[config.mk]
export PLATFORM = sky130hd
export DESIGN_NAME = lga_front
export DESIGN_NICKNAME = d
export VERILOG_FILES = /design/src/lga_pkg.sv /design/src/lga_front.sv
export SDC_FILE = /design/constraint.sdc
export NUM_CORES = 1
export LEC_CHECK = 0
export BUFFER_PORTS_ARGS = -buffer_cell sky130_fd_sc_hd__clkbuf_2
export CAP_MARGIN = 10
export CORE_MARGIN = 2
export CORE_UTILIZATION = 45
export DETAILED_ROUTE_END_ITERATION = 10
export HOLD_SLACK_MARGIN = 0.05
export PLACE_DENSITY_LB_ADDON = 0.12
export SYNTH_ARGS = -nofsm -noshare
export SYNTH_HDL_FRONTEND = slang
export SYNTH_SLANG_ARGS = --single-unit
[constraint.sdc]
create_clock -name clock -period 4.3 [get_ports clock]
set_input_delay 0.215 -clock clock [delete_from_list [all_inputs] [get_ports clock]]
set_output_delay 0.215 -clock clock [all_outputs]
set_load 0.01 [all_outputs]
[src/lga_pkg.sv]
// shared types and constants for the lpt job assigner
// no dependencies
`default_nettype none
package lga_pkg;
   localparam int SIZE_W = 40;
   localparam int COST_W = 41;
   localparam int LOAD_W = 47;
   localparam int TAG_W = 6;
   localparam int WID_W = 4;
   localparam int CNT_W = 5;
   localparam logic [COST_W-1:0] JOB_OVERHEAD = 41'd32768;

   typedef struct packed {
      logic [COST_W-1:0] cost;
      logic [TAG_W-1:0]  tag;
      logic              last;
   } job_type;
endpackage
`default_nettype wire

[src/lga_front.sv]
// front end: takes requests, computes cost, queues them for the back end
// depends on lga_pkg
`default_nettype none
module lga_front
   import lga_pkg::*;
(
   input  wire logic              clock,
   input  wire logic              reset,
   input  wire logic              take,
   input  wire logic [SIZE_W-1:0] size,
   input  wire logic [TAG_W-1:0]  tag,
   input  wire logic              last,
   input  wire logic              pop,
   output job_type                head,
   output logic                   not_empty,
   output logic                   full
);
   // two entry queue
   job_type q_ff [2];
   logic [1:0] cnt_ff, cnt_in;
   job_type nj;
   logic to_head;

   always_comb begin
      nj.cost = {1'b0, size} + JOB_OVERHEAD;
      nj.tag = tag;
      nj.last = last;
      cnt_in = cnt_ff + 2'(take) - 2'(pop);
      // new request lands in slot 0 when the queue is or becomes empty
      to_head = (cnt_ff == 2'd0) || (pop && (cnt_ff == 2'd1));
   end

   always_ff @(posedge clock) begin
      if (reset) begin
         cnt_ff <= '0;
      end else begin
         cnt_ff <= cnt_in;
      end
      if (take && to_head) begin
         q_ff[0] <= nj;
      end else if (pop) begin
         q_ff[0] <= q_ff[1];
      end
      if (take && !to_head) begin
         q_ff[1] <= nj;
      end
   end

   assign head = q_ff[0];
   assign not_empty = cnt_ff != 2'd0;
   assign full = cnt_ff == 2'd2;
endmodule
`default_nettype wire

==> reports/metrics.cfg <==
[outcome]
outcome=finished, final reports clean

[setup_path]
crit_chain=nand2b_1 -> nand2_2 -> buf_4 -> mux2_2
worstPathRequired_ns=4.42
cp_slowest_cell=nand2_2
cp_top_family=simple AND/OR/NAND/NOR gates
cp-start-kind=register
max_stage_delay_ns=0.51
critPathBufInv=1
worstPathArrival_ns=2.20
end_kind=register
critPathMaxFanout=34
crit_type=register to register

[sta]
finalSetupViolCount=0
period_minus_slack_ns=2.09
max_freq_mhz=479
timing.final.max_slew_violations=0
fin_hold_ws_ns=0.168
finalCritPeriodShare_pct=48.5
fin_ws_ns=2.21
rsz0062_at_grt=false
slew_headroom_pct=28.4
tightest_slew_ns=1.07
clock_skew_ns=0.00968
finalHoldViolCount=0
tns_ns=0

[place]
dp.cells=548
globalplace.congestion=0.757
dpl_worst_slack_ns=2.19
dp_hpwl_um=5680
numPortBuffers=100
place_area_um2=4820

[clock_network]
cts_sinks=98
tritoncts=done
numCtsBuffers=9
cts_root_buffer=clkbuf_8
clkLatencyLatePin_ns=0.36
clkSlewWorstSetupHoldPaths_ns=0.10
cts_buffer_depth=2
htree_levels=3

[finish]
multiInputGateArea_um2=1180
post-route-util_pct=53.8
regArea_um2=2920
finalInstanceArea_um2=5260
final_nets=503
finalNonFillerCells=587
drive_above_1_share_pct=30.2
syn_to_final_growth_pct=15.9
diodes=0
num-fill-cells=857

[global_route]
first_global_vias=2849
globalRouteOverflowTotal=0
track_usage_pct=16.1
grt_max_degree=35
grt_pass1_wl_um=13800
antenna_found_initial=0

[pwr]
power.total_mw=2.26
power.density_nw_per_um2=429
leakage_nw=2.12
peakVddDrop_mv=0.172

[detailed_routing]
drtIter0Drc=102
ant_nets=0
wl_per_cell_um=14.6
drc=0
first_pass_iters=4
viasPerCell=4.90
drt-total-wl_um=8600
dr_total_vias=2879

[floorplan]
die_w_um=104
dieArea_um2=10900
ioPinCount=101
initial_core_util_pct=46.4
fp.dieH_um=104
core_um2=9770
num_rows=36

[job]
drv_cap=0

[synth]
synth_area_um2=4540
yosysSeqAreaShare_pct=64.4
synth_cells=372
synth.distinct_cells=36
postSynthAreaPerCell_um2=12.2
synth_nets=426
synth_seq_cells=98
yosysWarnings=0

[min_path]
min_path_type=primary input to register

Yosys cell counts:
master    number  area share [%]
a21o_1         1            0.17
a21oi_1        1            0.11
a31oi_1       10             1.4
and2_1         2            0.28
and3_1         3            0.41
and4_1         3            0.58
buf_1          1           0.083
buf_4         48             7.9
buf_6          1            0.25
clkbuf_1      10            0.83
dfxtp_1        2            0.88
edfxtp_1      96              64
ha_1           3            0.83
inv_1          6            0.50
mux2_2        11             2.7
nand2_1       88             7.3
nand2b_1       1            0.14
nand3_1        8            0.88
nand4_1        8             1.1
nand4_4        1            0.47
nand4b_1       1            0.19
nor2_1        20             1.7
nor2b_1        2            0.28
nor3_1         4            0.44
nor4_1         3            0.41
o21a_1         1            0.17
o21ai_0        3            0.33
o31ai_1        7             1.2
o41ai_1        1            0.19
or2_2          1            0.14
or3_1          2            0.28
or3_4          1            0.25
or4_1          6            0.99
or4_4          1            0.25
xnor2_1        8             1.5
xor2_1         7             1.4
kinds of logic (layout without fill, tap and decap cells):
group                    count (synthesis)  after routing  synth area share (%)
multiplexers                            11             11                  2.73
AO/OA/AOI/OAI                           24             24                  3.50
XOR/XNOR                                15             15                  2.90
adder cells (fa/ha/maj)                  3              3                 0.827
buffers and inverters                   66            148                  9.60
flip-flops                              98             98                  64.4
AND/OR/NAND/NOR                        155            155                  16.0
flip-flops by register name, indices dropped and copies added (netlist names):
register  cells
q_ff         96
cnt_ff        2
what timing repair did:
item / 4_1_cts / 5_1_grt
hold buffers: 23 / 0
resized for setup: 0 / 0
buffers inserted: 0 / 0
hold endpoints to repair: 24 / 0
final cells by class:
type | count | share of cell area (%)
clock inverters | 7 | 1.59
flip-flops and latches | 98 | 55.6
repair buffers | 126 | 14.3
clock buffers | 9 | 2.36
well taps | 133 | 3.17
inverters | 6 | 0.428
multi-input cells | 208 | 22.5
placed cells by master (no fill, tap or decap), types with 2 or more instances in the layout:
cell	instances
clkinv_4	2
dfxtp_1	2
xnor2_1	8
mux2_2	11
edfxtp_1	96
a31oi_1	10
nor2_1	20
nand4_1	8
nand2_1	87
or3_1	2
o31ai_1	7
ha_1	3
nand3_1	8
clkbuf_8	9
inv_6	2
nor4_1	3
and4_1	3
or4_1	6
and3_1	3
xor2_1	7
inv_1	6
o21ai_0	3
dlygate4sd3_1	23
clkbuf_2	100
nor3_1	4
buf_4	3
and2_1	2
nor2b_1	2
power breakdown:
group / total [mW] / internal (mW) / switching, mW
registers: 1.25 / 1.22 / 0.0347
clock network: 0.620 / 0.279 / 0.341
logic: 0.383 / 0.146 / 0.237
total: 2.26 / 1.64 / 0.613
worst paths after layout:
check / start / end / slack (ns) / cells after the start
setup / recovery: cnt_ff[1]$_SDFF_PP0_ / q_ff[0][33]$_DFFE_PP_ / 2.21 / 4
hold reg to reg: q_ff[0][58]$_DFFE_PP_ / q_ff[0][10]$_DFFE_PP_ / 0.52 / 2
hold / removal: size[15] / q_ff[0][70]$_DFFE_PP_ / 0.17 / 2
setup reg to reg: cnt_ff[1]$_SDFF_PP0_ / q_ff[0][33]$_DFFE_PP_ / 2.21 / 4
worst reg2reg max path, stage by stage (launching register included):
cell and delay (ns):
dfxtp_1 0.36, nand2b_1 0.17, nand2_2 0.51, buf_4 0.42, mux2_2 0.39
routing by layer:
metal | track usage, % | part of all wire, %
met3 | 3.38 | 4.7
met1 | 19.7 | 45
met5 | 0 | 0
met2 | 27.2 | 49
met4 | 7.34 | 1.6
No activity file was read; power rests on OpenSTA's default activity.
